## src/rtl/bbp_pkg.sv

```systemverilog
// Shared types, constants and sizes for the B-spline to Bezier path converter.
package bbp_pkg;

    // Coordinate format: signed Q16.16 at this width.
    localparam int COORD_WIDTH = 32;

    // Weighted sums of up to six coordinates need three more bits plus sign room.
    localparam int SUM_WIDTH = COORD_WIDTH + 4;

    // Biased dividend for the divide-by-three pipeline.
    localparam int DIVIDEND_WIDTH   = COORD_WIDTH + 3;
    localparam int DIV_DIGITS       = (DIVIDEND_WIDTH + 1) / 2;
    localparam int DIV_PAD_WIDTH    = 2 * DIV_DIGITS;
    localparam int DIGITS_PER_STAGE = 6;
    localparam int DIV_STAGES       = (DIV_DIGITS + DIGITS_PER_STAGE - 1) / DIGITS_PER_STAGE;

    // Offset that makes every numerator positive; it is a multiple of three and
    // a multiple of 2**COORD_WIDTH after division, so the low quotient bits hold.
    localparam logic [SUM_WIDTH-1:0] DIV_BIAS = SUM_WIDTH'(3) << (COORD_WIDTH + 1);

    // Queue between the front and the back.
    localparam int QUEUE_DEPTH = 4;
    localparam int QUEUE_AW    = $clog2(QUEUE_DEPTH);

    // Input event codes.
    localparam logic [2:0] ACT_POINT      = 3'd0;
    localparam logic [2:0] ACT_LINE_START = 3'd1;
    localparam logic [2:0] ACT_LINE_END   = 3'd2;
    localparam logic [2:0] ACT_AREA_START = 3'd3;
    localparam logic [2:0] ACT_AREA_END   = 3'd4;

    // Path command codes.
    localparam logic [1:0] CMD_MOVE  = 2'd0;
    localparam logic [1:0] CMD_LINE  = 2'd1;
    localparam logic [1:0] CMD_CURVE = 2'd2;
    localparam logic [1:0] CMD_CLOSE = 2'd3;

    // Kinds of command that the back can carry out.
    typedef enum logic [2:0] {
        KIND_MOVE_P,
        KIND_LINE_P,
        KIND_LINE_SIX,
        KIND_CURVE,
        KIND_LINE_N,
        KIND_CLOSE
    } kind_t;

    typedef logic signed [COORD_WIDTH-1:0] coord_t;

    typedef struct packed {
        logic [2:0] action;
        coord_t     px;
        coord_t     py;
    } in_t;

    typedef struct packed {
        logic [1:0] command;
        coord_t     ctrl1_x;
        coord_t     ctrl1_y;
        coord_t     ctrl2_x;
        coord_t     ctrl2_y;
        coord_t     end_x;
        coord_t     end_y;
        logic       last;
    } out_t;

    // One classified event: up to three commands and the points they use.
    typedef struct packed {
        kind_t [2:0] kinds;
        logic [1:0]  ncmd;
        coord_t      old_x;
        coord_t      old_y;
        coord_t      new_x;
        coord_t      new_y;
        coord_t      pt_x;
        coord_t      pt_y;
    } job_t;

    typedef struct packed {
        logic full;
        logic empty;
    } qstat_t;

endpackage

```

## src/rtl/bbp_queue.sv

```systemverilog
// Short queue of classified events between the front and the back.
module bbp_queue (
    input  logic            clk,
    input  logic            rst_n,
    input  logic            push,
    input  bbp_pkg::job_t   wdata,
    input  logic            pop,
    output bbp_pkg::job_t   rdata,
    output bbp_pkg::qstat_t q_stat
);

    bbp_pkg::job_t                entry_reg [bbp_pkg::QUEUE_DEPTH];
    logic [bbp_pkg::QUEUE_AW-1:0] wptr_reg, wptr_next;
    logic [bbp_pkg::QUEUE_AW-1:0] rptr_reg, rptr_next;
    logic [bbp_pkg::QUEUE_AW:0]   count_reg, count_next;

    assign rdata        = entry_reg[rptr_reg];
    assign q_stat.full  = (count_reg == (bbp_pkg::QUEUE_AW + 1)'(bbp_pkg::QUEUE_DEPTH));
    assign q_stat.empty = (count_reg == '0);

    // Pointer and fill count updates.
    always_comb
    begin
        wptr_next  = wptr_reg;
        rptr_next  = rptr_reg;
        count_next = count_reg;
        if (push)
        begin
            wptr_next = (wptr_reg == bbp_pkg::QUEUE_AW'(bbp_pkg::QUEUE_DEPTH - 1)) ? '0
                                                                                   : wptr_reg + 1'b1;
        end
        if (pop)
        begin
            rptr_next = (rptr_reg == bbp_pkg::QUEUE_AW'(bbp_pkg::QUEUE_DEPTH - 1)) ? '0
                                                                                   : rptr_reg + 1'b1;
        end
        if (push && !pop)
        begin
            count_next = count_reg + 1'b1;
        end
        else if (pop && !push)
        begin
            count_next = count_reg - 1'b1;
        end
    end

    always_ff @(posedge clk or negedge rst_n)
    begin
        if (!rst_n)
        begin
            wptr_reg  <= '0;
            rptr_reg  <= '0;
            count_reg <= '0;
        end
        else
        begin
            wptr_reg  <= wptr_next;
            rptr_reg  <= rptr_next;
            count_reg <= count_next;
        end
    end

    // Entry storage.
    always_ff @(posedge clk)
    begin
        if (push)
        begin
            entry_reg[wptr_reg] <= wdata;
        end
    end

endmodule

```

## config.mk

```make
export PLATFORM = sky130hd
export DESIGN_NAME = bbp_queue
export DESIGN_NICKNAME = d
export VERILOG_FILES = /design/src/rtl/bbp_pkg.sv /design/src/rtl/bbp_queue.sv
export SDC_FILE = /design/constraint.sdc
export NUM_CORES = 1
export LEC_CHECK = 0
export ABC_AREA = 1
export BUFFER_PORTS_ARGS = -buffer_cell sky130_fd_sc_hd__clkbuf_2
export CAP_MARGIN = 5
export CORE_MARGIN = 2
export CORE_UTILIZATION = 45
export DETAILED_ROUTE_END_ITERATION = 10
export GPL_TIMING_DRIVEN = 1
export HOLD_SLACK_MARGIN = 0.02
export PLACE_DENSITY = 0.7
export SLEW_MARGIN = 25
export SYNTH_ARGS = -nofsm -noshare
export SYNTH_HDL_FRONTEND = slang
export SYNTH_SLANG_ARGS = --single-unit
```

## constraint.sdc

```tcl
create_clock -name clk -period 6.5 [get_ports clk]
set_input_delay 0.65 -clock clk [delete_from_list [all_inputs] [get_ports clk]]
set_output_delay 0.65 -clock clk [all_outputs]
set_load 0.02 [all_outputs]
```

==> flow_summary.ini <==
[worst_setup_path]
required_ps = 5850
critPathMaxFanout = 228
critPathMaxStageDelay_ps = 720
end_kind = primary output
crit_buf_inv = 3
worstReg2RegStart = wptr_reg[0]
r2r_setup_slack_ps = 3940
crit_type = reg -> out
crit_chain = inv_8 -> buf_12 -> nand2_1 -> o211ai_2 -> nand2_1 -> clkbuf_2
slowest_stage = buf_12
crit_family = buffers and inverters
crit_top_cell = nand2_1
crit_arrival_ps = 3330
reg2reg_to = entry_reg[2][67]
r2r_cells = 5
start_kind = register

[clock_tree]
clk_pin_slew_ps = 60
root_buffer = clkbuf_16
htreeDepth = 3
postCtsSetupRepairBufs = 0
clock_sinks = 819
cts_inserted_buffers = 85
clockBufferDepth = 3
cts_tree = built
worstSkewPairLatency_ps = 640

[die]
fp.dieH_um = 274.6
num_rows = 99
die_area_um2 = 75390
boundaryPins = 412
initial_core_util = 0.4531
core_area_um2 = 72710
die_w_um = 274.6

[synth]
synth_top_family_by_area = compound AO/OA/AOI/OAI gates
synthAdderAreaFrac = 0.002886
ys_seq_elements = 819
synthesis.nets = 2635
ys_top_cells_by_area = edfxtp_1 (74%), o211ai_1 (7.7%), nand2_1 (7.1%)
netlist_area_um2 = 32950
synth.avg_cell_area_um2 = 13.61
yosys-mux-area-fraction = 0
yosysTopAreaCell = edfxtp_1
synth_compound_area_frac = 0.1031
synth_cells = 2421
synthXorXnorAreaFrac = 0.0002658
yosysSeqAreaShare = 0.7454
yosys_warnings = 0
synth.distinct_cells = 19
yosys.area_share.simple = 0.07197
synth_top_area_frac = 0.7401

[final_layout]
fin_nets = 3011
layout-drive-gt1-share = 0.2172
largest_register_ffs = 812
fillCellCount = 5926
layout_commonest_cell = edfxtp_1
fin_cells = 3842
area_growth_pct = 16.33
final_cell_mix = edfxtp_1 (812), nand2_1 (625), inv_1 (413)

[timing]
skew_ps = 30.58
rsz0062_at_grt = false
worstMarginPinSlew_ps = 1010
relSlewSlack = 0.3265
slew_viol_final = 0
period_minus_slack_ps = 3979
finalSetupViolCount = 0
hold_violations = 0
timing.final.crit_share = 0.6121
layout_setup_ws_ps = 2521
fmax_mhz = 251.3
fin_tns_setup_ps = 0

[placed_design]
dpl.hpwl_um = 40760
gp_congestion = 0.7663
post-place-ws_ps = 3280
port_buffers = 411
post-place-cells = 3668

[power_and_ir_drop]
power_density_nw_per_um2 = 457.0
power_w = 0.01752
vdd_drop_max_mv = 0.4605
leakage_nw = 15.44

[route]
vias = 19380
dr.pass1.iters = 5
final_antenna_net_count = 0
met1_length_um = 27680
drc = 0
drtIter0Drc = 1233
top_layer_used = met5
viasPerCell = 5.044
met3_length_um = 3794
met2_length_um = 35340
drt-total-wl_um = 69890
wire_per_inst_um = 18.19

[job]
max-cap-violations = 0

[global_routing]
grt_pass1_wl_um = 106200
grt.overflow.total = 0
grt_pass1_vias = 19620
antenna_found_initial = 18
grt.total_usage = 0.1830
grt_max_degree = 229

[worst_hold_path]
hold_class = in -> reg
hold_depth = 1
holdCritStartpoint = wdata[163]
min_to = entry_reg[3][163]

[outcome]
run_status = finished, final reports clean
==> where the power goes <==
group	internal (W)	total, W	switching, W	leakage [nW]
clock	0.00269	0.00470	0.00202	1.33
combinational	0.00160	0.00582	0.00422	6.57
sequential	0.00677	0.00700	0.000228	7.54
total	0.0111	0.0175	0.00647	15.4
==> stage by stage <==
step	util	instance area, um^2	hold slack (ps)
5_1_grt	0.5270	38320	195.4
3_5_place_dp	0.4885	35520	512.4
3_3_place_gp	0.4885	35520	478.8
6_report	0.5271	38330	222.8
2_1_floorplan	-	32950	354.4
4_1_cts	0.5265	38280	175.4
==> synthesized netlist by cell type <==
| library cell | instances |
|---|---|
| edfxtp_1 | 812 |
| nand4_1 | 1 |
| dfrtp_1 | 7 |
| nor2_1 | 1 |
| nand3_1 | 1 |
| nand2_1 | 625 |
| buf_4 | 7 |
| fa_1 | 1 |
| inv_2 | 2 |
| o211ai_2 | 66 |
| xnor2_1 | 1 |
| inv_1 | 417 |
| clkbuf_1 | 26 |
| buf_2 | 57 |
| o211ai_1 | 340 |
| o21ai_0 | 4 |
| nor3_1 | 2 |
| ha_1 | 6 |
| buf_6 | 45 |
==> metal layers <==
| layer | track usage | vias to the layer above |
|---|---|---|
| met5 | 0 | - |
| met4 | 0.09125 | 6 |
| met3 | 0.03954 | 153 |
| met2 | 0.3229 | 482 |
| met1 | 0.2108 | 9462 |
| li1 | - | 9276 |
==> cell families (layout without fill, tap and decap cells) <==
logic type	count (synthesis)	count (layout)
and+or+nand+nor	630	630
xor gates and xnor gates	1	1
buffers and inverters	554	997
AOI/OAI and AO/OA	410	410
adders and majority gates	7	7
DFF	819	819
other	0	19
==> worst max path at each step <==
stage / from / end / slack, ps / depth (start not counted)
global route: rptr_reg[0] / rdata[81] / 2340 / 6
detailed placement: rptr_reg[0] / rdata[129] / 3280 / 6
finish: rptr_reg[0] / rdata[134] / 2520 / 6
global placement: rptr_reg[1] / rdata[117] / 3270 / 5
CTS: rptr_reg[0] / rdata[129] / 2570 / 6
floorplan: push / entry_reg[3][0] / 1350 / 2
==> worst register-to-register path, stage by stage, from the launching register on <==
cell     delay, ps
dfrtp_1        410
inv_1          120
ha_1           160
nand2_1        120
inv_8          590
buf_12         580
==> what timing repair did <==
| action | in CTS | in global routing |
|---|---|---|
| hold endpoints to repair | 7 | 0 |
| hold buffers | 1 | 0 |
| endpoints found under the setup margin | 0 | 0 |
| gates resized for setup | 0 | 0 |
==> area by class of cell <==
| type | instances | area (um^2) | area share |
|---|---|---|---|
| diodes | 19 | 47.55 | 0.001240 |
| clock inverters | 51 | 511.7 | 0.01335 |
| well taps | 959 | 1200 | 0.03131 |
| flip-flops and latches | 819 | 24560 | 0.6408 |
| repair buffers | 424 | 2282 | 0.05954 |
| multi-input cells | 1048 | 5873 | 0.1532 |
| clock buffers | 103 | 2236 | 0.05834 |
| inverters | 419 | 1615 | 0.04214 |
(Power assumes the default switching activity.)
