<file path="src/rtl/bbp_pkg.sv">
// Shared types, constants and sizes for the B-spline to Bezier path converter.
package bbp_pkg;

    // Coordinate format: signed Q16.16 at this width.
    localparam int COORD_WIDTH = 32;

    // Weighted sums of up to six coordinates need three more bits plus sign room.
    localparam int SUM_WIDTH = COORD_WIDTH + 4;

    // Biased dividend for the divide-by-three pipeline.
    localparam int DIVIDEND_WIDTH   = COORD_WIDTH + 3;
    localparam int DIV_DIGITS       = (DIVIDEND_WIDTH + 1) / 2;
    localparam int DIV_PAD_WIDTH    = 2 * DIV_DIGITS;
    localparam int DIGITS_PER_STAGE = 6;
    localparam int DIV_STAGES       = (DIV_DIGITS + DIGITS_PER_STAGE - 1) / DIGITS_PER_STAGE;

    // Offset that makes every numerator positive; it is a multiple of three and
    // a multiple of 2**COORD_WIDTH after division, so the low quotient bits hold.
    localparam logic [SUM_WIDTH-1:0] DIV_BIAS = SUM_WIDTH'(3) << (COORD_WIDTH + 1);

    // Queue between the front and the back.
    localparam int QUEUE_DEPTH = 4;
    localparam int QUEUE_AW    = $clog2(QUEUE_DEPTH);

    // Input event codes.
    localparam logic [2:0] ACT_POINT      = 3'd0;
    localparam logic [2:0] ACT_LINE_START = 3'd1;
    localparam logic [2:0] ACT_LINE_END   = 3'd2;
    localparam logic [2:0] ACT_AREA_START = 3'd3;
    localparam logic [2:0] ACT_AREA_END   = 3'd4;

    // Path command codes.
    localparam logic [1:0] CMD_MOVE  = 2'd0;
    localparam logic [1:0] CMD_LINE  = 2'd1;
    localparam logic [1:0] CMD_CURVE = 2'd2;
    localparam logic [1:0] CMD_CLOSE = 2'd3;

    // Kinds of command that the back can carry out.
    typedef enum logic [2:0] {
        KIND_MOVE_P,
        KIND_LINE_P,
        KIND_LINE_SIX,
        KIND_CURVE,
        KIND_LINE_N,
        KIND_CLOSE
    } kind_t;

    typedef logic signed [COORD_WIDTH-1:0] coord_t;

    typedef struct packed {
        logic [2:0] action;
        coord_t     px;
        coord_t     py;
    } in_t;

    typedef struct packed {
        logic [1:0] command;
        coord_t     ctrl1_x;
        coord_t     ctrl1_y;
        coord_t     ctrl2_x;
        coord_t     ctrl2_y;
        coord_t     end_x;
        coord_t     end_y;
        logic       last;
    } out_t;

    // One classified event: up to three commands and the points they use.
    typedef struct packed {
        kind_t [2:0] kinds;
        logic [1:0]  ncmd;
        coord_t      old_x;
        coord_t      old_y;
        coord_t      new_x;
        coord_t      new_y;
        coord_t      pt_x;
        coord_t      pt_y;
    } job_t;

    typedef struct packed {
        logic full;
        logic empty;
    } qstat_t;

endpackage

</file>
<file path="src/rtl/bbp_front.sv">
// Front part: accepts events, keeps the spline state and classifies each event into commands.
module bbp_front (
    input  logic            clk,
    input  logic            rst_n,
    input  logic            point_valid,
    output logic            point_stall,
    input  bbp_pkg::in_t    point,
    input  bbp_pkg::qstat_t q_stat,
    output logic            push,
    output bbp_pkg::job_t   job
);

    bbp_pkg::coord_t older_x_reg, older_x_next;
    bbp_pkg::coord_t older_y_reg, older_y_next;
    bbp_pkg::coord_t newer_x_reg, newer_x_next;
    bbp_pkg::coord_t newer_y_reg, newer_y_next;
    logic [1:0]      count_reg, count_next;
    logic            in_area_reg, in_area_next;
    logic            phase_reg, phase_next;
    logic            accept;
    logic            close_path;

    assign point_stall = q_stat.full;
    assign accept      = point_valid && !q_stat.full;

    // Classify the event and work out the next spline state.
    always_comb
    begin
        older_x_next = older_x_reg;
        older_y_next = older_y_reg;
        newer_x_next = newer_x_reg;
        newer_y_next = newer_y_reg;
        count_next   = count_reg;
        in_area_next = in_area_reg;
        phase_next   = phase_reg;
        close_path   = in_area_reg ? phase_reg : (count_reg == 2'd1);

        job.kinds = '{bbp_pkg::KIND_CLOSE, bbp_pkg::KIND_CLOSE, bbp_pkg::KIND_CLOSE};
        job.ncmd  = 2'd0;
        job.old_x = older_x_reg;
        job.old_y = older_y_reg;
        job.new_x = newer_x_reg;
        job.new_y = newer_y_reg;
        job.pt_x  = point.px;
        job.pt_y  = point.py;

        case (point.action)
            bbp_pkg::ACT_POINT:
            begin
                case (count_reg)
                    2'd0:
                    begin
                        job.kinds[0] = (in_area_reg && phase_reg) ? bbp_pkg::KIND_LINE_P
                                                                  : bbp_pkg::KIND_MOVE_P;
                        job.ncmd     = 2'd1;
                        count_next   = 2'd1;
                    end
                    2'd1:
                    begin
                        count_next = 2'd2;
                    end
                    2'd2:
                    begin
                        job.kinds[0] = bbp_pkg::KIND_LINE_SIX;
                        job.kinds[1] = bbp_pkg::KIND_CURVE;
                        job.ncmd     = 2'd2;
                        count_next   = 2'd3;
                    end
                    default:
                    begin
                        job.kinds[0] = bbp_pkg::KIND_CURVE;
                        job.ncmd     = 2'd1;
                    end
                endcase
                older_x_next = newer_x_reg;
                older_y_next = newer_y_reg;
                newer_x_next = point.px;
                newer_y_next = point.py;
            end
            bbp_pkg::ACT_LINE_START:
            begin
                count_next = 2'd0;
            end
            bbp_pkg::ACT_LINE_END:
            begin
                // The closing curve uses the newest point itself in place of a next point.
                job.pt_x = newer_x_reg;
                job.pt_y = newer_y_reg;
                case (count_reg)
                    2'd3:
                    begin
                        job.kinds[0] = bbp_pkg::KIND_CURVE;
                        job.kinds[1] = bbp_pkg::KIND_LINE_N;
                        job.ncmd     = close_path ? 2'd3 : 2'd2;
                    end
                    2'd2:
                    begin
                        job.kinds[0] = bbp_pkg::KIND_LINE_N;
                        job.ncmd     = close_path ? 2'd2 : 2'd1;
                    end
                    default:
                    begin
                        job.ncmd = close_path ? 2'd1 : 2'd0;
                    end
                endcase
                if (in_area_reg)
                begin
                    phase_next = !phase_reg;
                end
            end
            bbp_pkg::ACT_AREA_START:
            begin
                in_area_next = 1'b1;
                phase_next   = 1'b0;
            end
            bbp_pkg::ACT_AREA_END:
            begin
                in_area_next = 1'b0;
            end
            default:
            begin
            end
        endcase

        push = accept && (job.ncmd != 2'd0);
    end

    // Control state.
    always_ff @(posedge clk or negedge rst_n)
    begin
        if (!rst_n)
        begin
            count_reg   <= 2'd0;
            in_area_reg <= 1'b0;
            phase_reg   <= 1'b0;
        end
        else if (accept)
        begin
            count_reg   <= count_next;
            in_area_reg <= in_area_next;
            phase_reg   <= phase_next;
        end
    end

    // Stored points; always written before they are used.
    always_ff @(posedge clk)
    begin
        if (accept)
        begin
            older_x_reg <= older_x_next;
            older_y_reg <= older_y_next;
            newer_x_reg <= newer_x_next;
            newer_y_reg <= newer_y_next;
        end
    end

endmodule

</file>
<file path="config.mk">
export PLATFORM = sky130hd
export DESIGN_NAME = bbp_front
export DESIGN_NICKNAME = d
export VERILOG_FILES = /design/src/rtl/bbp_pkg.sv /design/src/rtl/bbp_front.sv
export SDC_FILE = /design/constraint.sdc
export NUM_CORES = 1
export LEC_CHECK = 0
export ABC_AREA = 1
export BUFFER_PORTS_ARGS = -buffer_cell sky130_fd_sc_hd__buf_2
export CORE_UTILIZATION = 30
export CTS_CLUSTER_SIZE = 24
export DETAILED_ROUTE_END_ITERATION = 8
export HOLD_SLACK_MARGIN = 0.15
export SLEW_MARGIN = 20
export SYNTH_ARGS = -nofsm -noshare
export SYNTH_HDL_FRONTEND = slang
export SYNTH_SLANG_ARGS = --single-unit
</file>
<file path="constraint.sdc">
create_clock -name clk -period 2.07 [get_ports clk]
set_input_delay 0.1035 -clock clk [delete_from_list [all_inputs] [get_ports clk]]
set_output_delay 0.1035 -clock clk [all_outputs]
set_load 0.05 [all_outputs]
</file>
==> metrics.log, run 1 <==
[metrics] number of I/O pins: 277
[metrics] overall power of the completed layout: between 7000 and 8000 uW
[metrics] buffer cell driving the clock tree root: clkbuf_16
[metrics] # fillers: 1,490
[metrics] final weighted congestion in routability-driven placement: between 0.7 and 0.8
[metrics] Final Skew: 7.18 ps
[metrics] unrepaired setup endpoints after global routing: true
[metrics] post-route worst hold slack: ~240 ps
[metrics] pin count of the biggest net entering global routing: 69
[metrics] final count of hold timing violations: 0
[metrics] vias in the first global route: 3,994
[metrics] TritonRoute pass-1 iters: 4
[metrics] status: complete, no violations
[metrics] delay contributed by the slowest stage of the critical path: 440 ps
[metrics] CTS H-tree depth: 4
[metrics] Sequential cell area: about 4000 um^2
[metrics] netlist area before placement: 5130 um^2
[metrics] latest clock arrival within the worst-skew pair: between 400 and 500 ps
[metrics] Critical Path, Cell by Cell: inv_2 -> ha_1 -> or2_1 -> nand3_1 -> nand2_1 -> inv_1 -> buf_6
[metrics] worst setup path start: count_reg[0]$_DFFE_PN0P_
[metrics] synthesis warning total: 0
[metrics] number of sinks handled by clock tree synthesis: roughly 130
[metrics] first-pass GRT wire length: 20.2 mm
[metrics] PD cells: 906 nW/um^2
[metrics] total via count after detailed routing: 4,210
[metrics] antenna fix cells: 0
[metrics] LEAKAGE: 0.00366 uW
[metrics] number of instances in the synthesized netlist: 408
[metrics] Synth Register Bits: roughly 130
[metrics] Global Route met3 Usage: 0.0460
[metrics] floorplan die area: 17,600 um^2
[metrics] fraction of layout cells with a size suffix above 1: 0.417
[metrics] reported max-cap violation count: 0
[metrics] category of the worst setup path capture point: output pin
[metrics] worst min-delay path startpoint: point[65]
[metrics] flip-flop cell with the highest count after synthesis: edfxtp_1
[metrics] routed wire length per instance: 13.6 um
[metrics] Avg Vias per Cell: 4.24
[metrics] instance area after placement: roughly 6800 um^2
[metrics] commonest non-fill, non-tap cell in the layout: buf_2
[metrics] startpoint types: flip-flop
[metrics] post-route ant nets: 0
[metrics] required arrival time at the worst endpoint: 1970 ps
[metrics] Slew Limit Fails: 0
[metrics] kind of critical path: flip-flop to output pin
[metrics] IR drop worst, VDD: 0.000561 V
[metrics] multi-input combinational cell area: 1070 um^2
[metrics] met1 usage: 0.172
[metrics] sum of buffers and inverters on the critical path: 3
[metrics] largest buffer count on any clock path: 2
[metrics] Top delay family on crit path: flip-flops
[metrics] final setup vio count: 0
[metrics] Detailed Place HPWL: about 8.6 mm
[metrics] setup slack of the most critical reg-to-reg path: ~770 ps
[metrics] clock tree from TritonCTS: built
[metrics] wirelength, routed: 13.5 mm
[metrics] period utilisation layout: 0.960
[metrics] Distinct cells, synth: 24
[metrics] layer carrying the most global-route usage: met2
[metrics] TritonCTS Buffers: 17
[metrics] Avg Synthesized Cell Area: approximately 13 um^2
[metrics] Remaining DRCs: 0
[metrics] maximum fanout along the worst path: 3
[metrics] Tightest Hold Check Type: input pin to flip-flop
[metrics] Die Height: 133 um
[metrics] layout overhead on the synthesized area: 58.7%
[metrics] CP arrival: between 1500 and 2000 ps
[metrics] overflow left after global routing: 0
[metrics] most frequent cells in the layout: 271 x buf_2, 205 x nand2_1, 128 x edfxtp_1
[metrics] Core Util, Final: 0.490
[metrics] number of port buffers: 272
[metrics] proportion of register bits with asynchronous set or reset after synthesis: 0.0303
[metrics] number of cell rows: 47
[metrics] clock transition at the register clock pins on the worst setup and hold paths after CTS: 50 ps
[metrics] CP max stage cell: dfrtp_1
[metrics] GRT met2 Usage: 0.256
[metrics] placeable core area: 16,600 um^2
[metrics] starting density of the core: 0.309
[metrics] Chip Width: 133 um
[metrics] worst r2r src: count_reg[1]$_DFFE_PN0P_
[metrics] max frequency: 503 MHz
[metrics] Final min period: 1990 ps
[metrics] number of antenna violations at the first check in global routing: 0
[metrics] GRT Resource Usage Total: 0.151
[metrics] post-route cell area: roughly 8200 um^2
[metrics] Post-synth EDFFs: between 100 and 150
[metrics] violation count after the first detailed-route iteration: 144
[metrics] count of nets after finishing: 837
[metrics] share of synthesized area occupied by flip-flops and latches: 0.768
worst register-to-register path: stages (launching register included):
cell and delay (ps):
dfrtp_1 410, buf_4 150, ha_4 180, nor3_1 170
a21oi_1 120, nand3_1 80, o21ai_0 70
cell families (layout without fill, tap and decap cells):
group	after synthesis	count (layout)	synth area share
AOI/OAI and AO/OA	10	10	0.0127
adders and majority gates	4	4	0.00975
buffers and inverters	32	396	0.0356
DFF	132	132	0.768
other	2	3	0.00146
and+or+nand+nor	228	228	0.173
synth_stat cells (all sizes together) (2+ instances only):
master	n	area, um^2
ha	4	50.1
edfxtp	128	3840
nand2	207	777
buf	17	126
dfrtp	4	100
inv	14	52.6
o21ai	3	15.0
nor2	7	31.3
o211ai	2	15.0
a21oi	2	10.0
conb	2	7.51
nor3	2	15.0
nand3	10	50.1
timing repair:
action                     4_1_cts  5_1_grt
buffers inserted                 0        1
gates resized for setup          1       15
hold endpoints to repair        72        0
gates cloned                     0        0
hold buffers                    72        0
setup endpoints to repair        1       56
layout make-up:
class	instances	area share
Sequential cell	132	0.484
Timing Repair Buffer	351	0.270
Multi-Input combinational cell	245	0.132
Clock buffer	20	0.0536
Tap cell	220	0.0338
Clock inverter	11	0.0197
Inverter	14	0.00783
report_power, final:
part | switching (uW) | internal [uW] | total [uW] | leakage, uW
sequential | 53.9 | 2980 | 3040 | 0.00120
combinational | 885 | 408 | 1290 | 0.00217
clock | 1060 | 1990 | 3050 | 0.000283
metal layers:
| metal | part of all wire | up-vias |
|---|---|---|
| li1 | - | 2073 |
| met1 | 0.41 | 1933 |
| met2 | 0.51 | 183 |
| met3 | 0.059 | 21 |
| met4 | 0.022 | 0 |
| met5 | 0 | - |
per-stage QoR:
| step | TNS [ps] | setup slack [ps] | std cells |
|---|---|---|---|
| after floorplan | -75410 | -588 | 409 |
| after global placement | 0 | 473 | 889 |
| after detailed placement | 0 | 449 | 889 |
| after CTS | 0 | 20.7 | 992 |
| after global routing | -112 | -29.7 | 993 |
| final | 0 | 83.2 | 993 |
final timing paths:
kind	end	cells past startpoint
hold reg to reg	older_x_reg[15]$_DFFE_PP_	0
hold / removal	count_reg[1]$_DFFE_PN0P_	5
setup / recovery	push	7
min in group asynchronous	in_area_reg$_DFFE_PN0P_	3
setup reg to reg	count_reg[0]$_DFFE_PN0P_	6
max in group asynchronous	phase_reg$_DFFE_PN0P_	3
No activity file was read; power rests on OpenSTA's default activity.
==> run 2, diff against run 1 <==
Clock period 2.07 ns to 2.1 ns, I/O delays scaled along.
==> run 2 against run 1 <==
  * Critical path type is now input pin to output pin
  * Setup slack got worse by 26 ps
  * Register-to-register slack barely moved
  * Die area did not move
  * Non-clock buffer count rose by 1
  * Largest cell class unchanged
  * Final area fell by 1.3%
  * Critical path depth did not move
  * Wire length fell by 0.21%
  * Largest power group is now registers
==> metrics.log, run 2 (synthesized netlist as in run 1, its figures left out) <==
[metrics] reported max-cap violation count: 0 (unchanged)
[metrics] floorplan die area: 17,600 um^2 (unchanged)
[metrics] CTS H-tree depth: 4 (unchanged)
[metrics] buffer cell driving the clock tree root: clkbuf_16 (unchanged)
[metrics] count of nets after finishing: 838 (was 837)
[metrics] first-pass GRT wire length: 20.6 mm (was 20.2 mm)
[metrics] status: complete, no violations (unchanged)
[metrics] LEAKAGE: 0.00361 uW (was 0.00366 uW)
[metrics] Setup WS post-layout: 57.2 ps (was 83.2 ps)
[metrics] Remaining DRCs: 0 (unchanged)
[metrics] instance area after placement: 6770 um^2 (unchanged)
[metrics] clock tree from TritonCTS: built (unchanged)
[metrics] startpoint types: input pin (was flip-flop)
[metrics] delay contributed by the slowest stage of the critical path: 530 ps (was 440 ps)
[metrics] max frequency: between 400 and 500 MHz
[metrics] total via count after detailed routing: 4,221 (was 4,210)
[metrics] NetSw: 1950 uW (was 2000 uW)
[metrics] antenna fix cells: 0 (unchanged)
[metrics] TritonCTS Buffers: 17 (unchanged)
[metrics] pin count of the biggest net entering global routing: 69 (unchanged)
[metrics] maximum fanout along the worst path: 38 (was 3)
[metrics] Final min period: just over 2000 ps
[metrics] clock transition at the register clock pins on the worst setup and hold paths after CTS: 60 ps (was 50 ps)
[metrics] most frequent cells in the layout: 271 x buf_2, 205 x nand2_1, 128 x edfxtp_1 (unchanged)
[metrics] Slew Limit Fails: 0 (unchanged)
[metrics] layout overhead on the synthesized area: 56.6% (was 58.7%)
[metrics] Final Skew: 4.35 ps (was 7.18 ps)
[metrics] number of port buffers: 272 (unchanged)
[metrics] number of cell rows: 47 (unchanged)
[metrics] Detailed Place HPWL: 8.59 mm (was 8.64 mm)
[metrics] combinational cell fraction of total power: 0.185 (was 0.175)
[metrics] number of sinks handled by clock tree synthesis: 132 (unchanged)
[metrics] overall power of the completed layout: 6760 uW (was 7380 uW)
[metrics] sum of buffers and inverters on the critical path: 4 (was 3)
[metrics] number of antenna violations at the first check in global routing: 0 (unchanged)
[metrics] design internal power: 4810 uW (was 5380 uW)
[metrics] GRT Resource Usage Total: 0.153 (was 0.151)
[metrics] violation count after the first detailed-route iteration: 158 (was 144)
[metrics] post-route cell area: 8040 um^2 (was 8150 um^2)
[metrics] share of total power in sequential cells: 0.442 (was 0.411)
[metrics] final setup vio count: 0 (unchanged)
[metrics] TritonRoute pass-1 iters: 4 (unchanged)
[metrics] latest clock arrival within the worst-skew pair: 400 ps (was 410 ps)
[metrics] vias in the first global route: 4,002 (was 3,994)
[metrics] Critical Path, Cell by Cell: dlygate4sd3_1 -> buf_2 -> nor3_4 -> buf_6 -> nand2_1 -> nand2_1 -> buf_2 (was inv_2 -> ha_1 -> or2_1 -> nand3_1 -> nand2_1 -> inv_1 -> buf_6)
[metrics] overflow left after global routing: 0 (unchanged)
[metrics] worst slack after detailed placement: 485 ps (was 449 ps)
[metrics] CP max stage cell: dlygate4sd3_1 (was dfrtp_1)
[metrics] Top delay family on crit path: buffers and inverters (was flip-flops)
[metrics] unrepaired setup endpoints after global routing: true (unchanged)
[metrics] wirelength, routed: 13.5 mm (about the same)
[metrics] starting density of the core: 0.309 (unchanged)
[metrics] fraction of power spent switching nets: 0.289 (was 0.271)
[metrics] final count of hold timing violations: 0 (unchanged)
[metrics] placeable core area: 16,600 um^2 (unchanged)
[metrics] period utilisation layout: 0.973
[metrics] kind of critical path: input pin to output pin (was flip-flop to output pin)
[metrics] Die Height: 133 um (unchanged)
[metrics] IR drop worst, VDD: 0.000542 V (was 0.000561 V)
[metrics] commonest non-fill, non-tap cell in the layout: buf_2 (unchanged)
[metrics] PD cells: 840 nW/um^2 (was 906 nW/um^2)
[metrics] Avg Vias per Cell: 4.24 (about the same)
[metrics] post-route ant nets: 0 (unchanged)
[metrics] clock group share of total power: 0.373 (was 0.414)
[metrics] Chip Width: 133 um (unchanged)
[metrics] Tightest Hold Check Type: input pin to flip-flop (unchanged)
[metrics] number of I/O pins: 277 (unchanged)
[metrics] final weighted congestion in routability-driven placement: 0.780 (was 0.790)
[metrics] category of the worst setup path capture point: output pin (unchanged)
[metrics] CP arrival: 1940 ps (was 1880 ps)
[metrics] fraction of layout cells with a size suffix above 1: 0.414 (was 0.417)
[metrics] routed wire length per instance: 13.6 um (about the same)
[metrics] required arrival time at the worst endpoint: 2000 ps (was 1970 ps)
[metrics] largest buffer count on any clock path: 2 (unchanged)
==> run 2: cell types whose count changed in the layout (fill, tap and decap cells not counted), sizes merged <==
| cell | change |
|---|---|
| clkinvlp | +2 |
| bufinv | -4 |
| dlygate4sd3 | +1 |
| clkinv | +3 |
==> run 2: final timing paths <==
| path | cells past startpoint | slack [ps] | startpoint | to |
|---|---|---|---|---|
| setup / recovery | 7 | 60 | point[64] | job[9] |
| hold / removal | 5 | 230 | point[65] | count_reg[1]$_DFFE_PN0P_ |
| setup reg to reg | 6 | 760 | count_reg[1]$_DFFE_PN0P_ | count_reg[0]$_DFFE_PN0P_ |
| hold reg to reg | 0 | 470 | newer_x_reg[24]$_DFFE_PP_ | older_x_reg[24]$_DFFE_PP_ |
| max in group asynchronous | 3 | 1300 | rst_n | in_area_reg$_DFFE_PN0P_ |
| min in group asynchronous | 3 | 630 | rst_n | count_reg[1]$_DFFE_PN0P_ |
==> run 2: routing by layer <==
metal  global-route usage  wire length [um]
met1                0.178              5690
met2                0.264              6840
met3               0.0490               816
met4               0.0575               170
met5                    0                 0
==> run 2: power by group through the flow <==
stage	sequential, uW	clock (uW)	combinational, uW
finish	2980	2520	1250
detailed placement	3040	0	1090
global route	2990	2710	1330
global placement	3030	0	1080
CTS	2980	2600	1200
floorplan	3110	0	726
==> run 2: through the flow <==
stage               utilization  setup TNS, ps  hold slack, ps  instances
floorplan                     -         -71730            -191        409
global placement          0.407              0           -84.1        889
detailed placement        0.407              0           -81.5        889
CTS                       0.481              0             209        994
global route              0.483          -25.1             249        995
finish                    0.483              0             232        995
==> run 2: area by class of cell <==
type                            instances  area [um^2]
Tap cell                              220          275
Inverter                               14         63.8
Clock buffer                           20          437
Multi-Input combinational cell        245         1060
Clock inverter                         12         66.3
Timing Repair Buffer                  352         2190
Sequential cell                       132         3940
Fill cell                            1496         8600
==> run 2: what timing repair did <==
| item | 4_1_cts | 5_1_grt |
|---|---|---|
| hold buffers | 73 | 0 |
| setup buffers | 0 | 1 |
| gates resized for setup | 0 | 9 |
| setup endpoints to repair | 0 | 40 |
| hold endpoints to repair | 72 | 0 |
==> run 2: tightest hold or removal path, cell delays in order <==
cell,delay [ps]
buf_2,130
nor2_4,60
nand2_2,80
a21oi_1,80
o21ai_0,140
==> run 3, diff against run 2 <==
Clock period 2.1 ns to 1.9 ns, I/O delays scaled along.
==> run 3 against run 2 <==
  * Clock skew rose by 1.1 ps
  * Final cell count did not move
  * Global-route usage barely moved
  * Utilization rose by 1.2 points
  * Power rose by 24%
  * Critical endpoint is now push
  * Non-clock buffer count did not move
  * First-iteration DRC count rose by 0.63%
  * Largest power group is now the clock network
  * Sequential power rose by 11%
  * Wire length rose by 0.26%
==> metrics.log, run 3 (synthesized netlist as in run 1, its figures left out) <==
[metrics] clock transition at the register clock pins on the worst setup and hold paths after CTS: 60 ps (about the same)
[metrics] starting density of the core: 0.309 (unchanged)
[metrics] worst r2r src: count_reg[1]$_DFFE_PN0P_ (unchanged)
[metrics] Remaining DRCs: 0 (unchanged)
[metrics] end point of the worst hold path: phase_reg$_DFFE_PN0P_ (was count_reg[1]$_DFFE_PN0P_)
[metrics] largest buffer count on any clock path: 2 (unchanged)
[metrics] kind of critical path: flip-flop to output pin (was input pin to output pin)
[metrics] violation count after the first detailed-route iteration: 159 (was 158)
[metrics] PD cells: 1020 nW/um^2 (was 840 nW/um^2)
[metrics] unrepaired setup endpoints after global routing: true (unchanged)
[metrics] antenna fix cells: 0 (unchanged)
[metrics] GRT Resource Usage Total: 0.153 (about the same)
[metrics] startpoint types: flip-flop (was input pin)
[metrics] cell depth of the worst hold path: 4 (was 5)
[metrics] buffer cell driving the clock tree root: clkbuf_16 (unchanged)
[metrics] maximum fanout along the worst path: 3 (was 38)
[metrics] wirelength, routed: 13.6 mm (was 13.5 mm)
[metrics] worst min-delay path startpoint: point[64] (was point[65])
[metrics] pin count of the biggest net entering global routing: 66 (was 69)
[metrics] routed wire length per instance: 13.6 um (about the same)
[metrics] CP arrival: 1800 ps (was 1940 ps)
[metrics] Slew Limit Fails: 0 (unchanged)
[metrics] status: complete, no violations (unchanged)
[metrics] IR drop worst, VDD: 0.000608 V (was 0.000542 V)
[metrics] TritonRoute pass-1 iters: 5 (was 4)
[metrics] Tightest Hold Check Type: input pin to flip-flop (unchanged)
[metrics] summed negative setup slack over all endpoints: 0 ps (unchanged)
[metrics] period utilisation layout: 0.997
[metrics] reported max-cap violation count: 0 (unchanged)
[metrics] final count of hold timing violations: 0 (unchanged)
[metrics] final setup vio count: 0 (unchanged)
[metrics] max frequency: 528 MHz
[metrics] setup slack of the most critical reg-to-reg path: 560 ps (was 760 ps)
[metrics] number of antenna violations at the first check in global routing: 0 (unchanged)
[metrics] Avg Vias per Cell: 4.19 (was 4.24)
[metrics] category of the worst setup path capture point: output pin (unchanged)
[metrics] number of port buffers: 272 (unchanged)
[metrics] LEAKAGE: 0.00370 uW (was 0.00361 uW)
[metrics] placeable core area: 16,600 um^2 (unchanged)
[metrics] CTS H-tree depth: 4 (unchanged)
[metrics] first-pass GRT wire length: 20.7 mm (was 20.6 mm)
[metrics] Worst R2R End: count_reg[0]$_DFFE_PN0P_ (unchanged)
[metrics] number of cell rows: 47 (unchanged)
[metrics] total via count after detailed routing: 4,172 (was 4,221)
[metrics] clock tree from TritonCTS: built (unchanged)
[metrics] multi-input combinational cell area: 1100 um^2 (was 1060 um^2)
[metrics] layout overhead on the synthesized area: 60.6% (was 56.6%)
[metrics] fraction of layout cells with a size suffix above 1: 0.434 (was 0.414)
[metrics] Final min period: 1890 ps
[metrics] Chip Width: 133 um (unchanged)
[metrics] required arrival time at the worst endpoint: 1800 ps (was 2000 ps)
[metrics] # fillers: 1,470 (was 1,496)
[metrics] number of I/O pins: 277 (unchanged)
[metrics] post-route ant nets: 0 (unchanged)
[metrics] Sequential cell area: 3950 um^2 (was 3940 um^2)
[metrics] number of sinks handled by clock tree synthesis: 132 (unchanged)
[metrics] vias in the first global route: 3,942 (was 4,002)
[metrics] final weighted congestion in routability-driven placement: 0.807 (was 0.780)
[metrics] Core Util, Final: 0.496 (was 0.483)
[metrics] floorplan die area: 17,600 um^2 (unchanged)
[metrics] most frequent cells in the layout: 267 x buf_2, 203 x nand2_1, 128 x edfxtp_1 (was 271 x buf_2, 205 x nand2_1, 128 x edfxtp_1)
[metrics] TritonCTS Buffers: 17 (unchanged)
[metrics] latest clock arrival within the worst-skew pair: 410 ps (was 400 ps)
[metrics] Detailed Place HPWL: 8.68 mm (was 8.59 mm)
[metrics] Die Height: 133 um (unchanged)
[metrics] overflow left after global routing: 0 (unchanged)
[metrics] commonest non-fill, non-tap cell in the layout: buf_2 (unchanged)
[metrics] Final Skew: 5.40 ps (was 4.35 ps)
[metrics] length in cells of the worst reg-to-reg path: 6 (unchanged)
[metrics] count of nets after finishing: 838 (unchanged)
[run 3: repair_timing]
item,CTS,global route
pin swaps,1,3
resized for setup,10,18
buffers inserted,1,1
setup endpoints to repair,5,5
endpoints found under the hold margin,72,0
hold buffers,72,0
[run 3: layout make-up]
type	count	area share
timing repair buffer	352	0.268
clock inverter	14	0.0270
tap	220	0.0334
sequential	132	0.478
clock buffer	18	0.0520
inverter	14	0.00834
multi-input combinational	245	0.133
[run 3: worst max-delay path by stage]
| stage | start | endpoint | slack (ps) |
|---|---|---|---|
| after floorplan | point_valid | newer_x_reg[0]$_DFFE_PP_ | -750 |
| after global placement | count_reg[0]$_DFFE_PN0P_ | push | 310 |
| after detailed placement | count_reg[0]$_DFFE_PN0P_ | push | 290 |
| after CTS | count_reg[1]$_DFFE_PN0P_ | push | 3 |
| after global routing | count_reg[1]$_DFFE_PN0P_ | push | -110 |
| final | count_reg[0]$_DFFE_PN0P_ | push | 6 |
[run 3: where the power goes]
group,switching (uW),internal (uW)
Sequential,60.3,3250
Combinational,992,480
Clock,1280,2350
Total,2330,6080
[run 3: stage by stage]
| stage | hold WS, ps | area (um^2) | worst slack [ps] | cells | total power, uW |
|---|---|---|---|---|---|
| floorplan | -201 | 5170 | -750 | 409 | 4240 |
| global placement | -85.1 | 6780 | 308 | 889 | 4560 |
| global route | 220 | 8250 | -110 | 995 | 8720 |
| CTS | 162 | 8190 | 3.20 | 994 | 8400 |
| detailed placement | -88.5 | 6780 | 295 | 889 | 4570 |
| finish | 194 | 8250 | 5.75 | 995 | 8410 |
[run 3: layer usage]
| layer | wire [um] | up-vias | global-route usage | share of wire |
|---|---|---|---|---|
| li1 | - | 2081 | - | - |
| met5 | 0 | - | 0 | 0 |
| met2 | 6880 | 173 | 0.261 | 0.51 |
| met4 | 125 | 0 | 0.0479 | 0.0092 |
| met3 | 822 | 11 | 0.0510 | 0.061 |
| met1 | 5720 | 1907 | 0.183 | 0.42 |
[run 3: worst max-delay path, stage by stage (launching register included)]
cell	delay, ps
dfrtp_2	410
inv_4	60
ha_1	310
or2_1	240
nand3_1	90
nand2_1	70
inv_2	70
buf_8	140
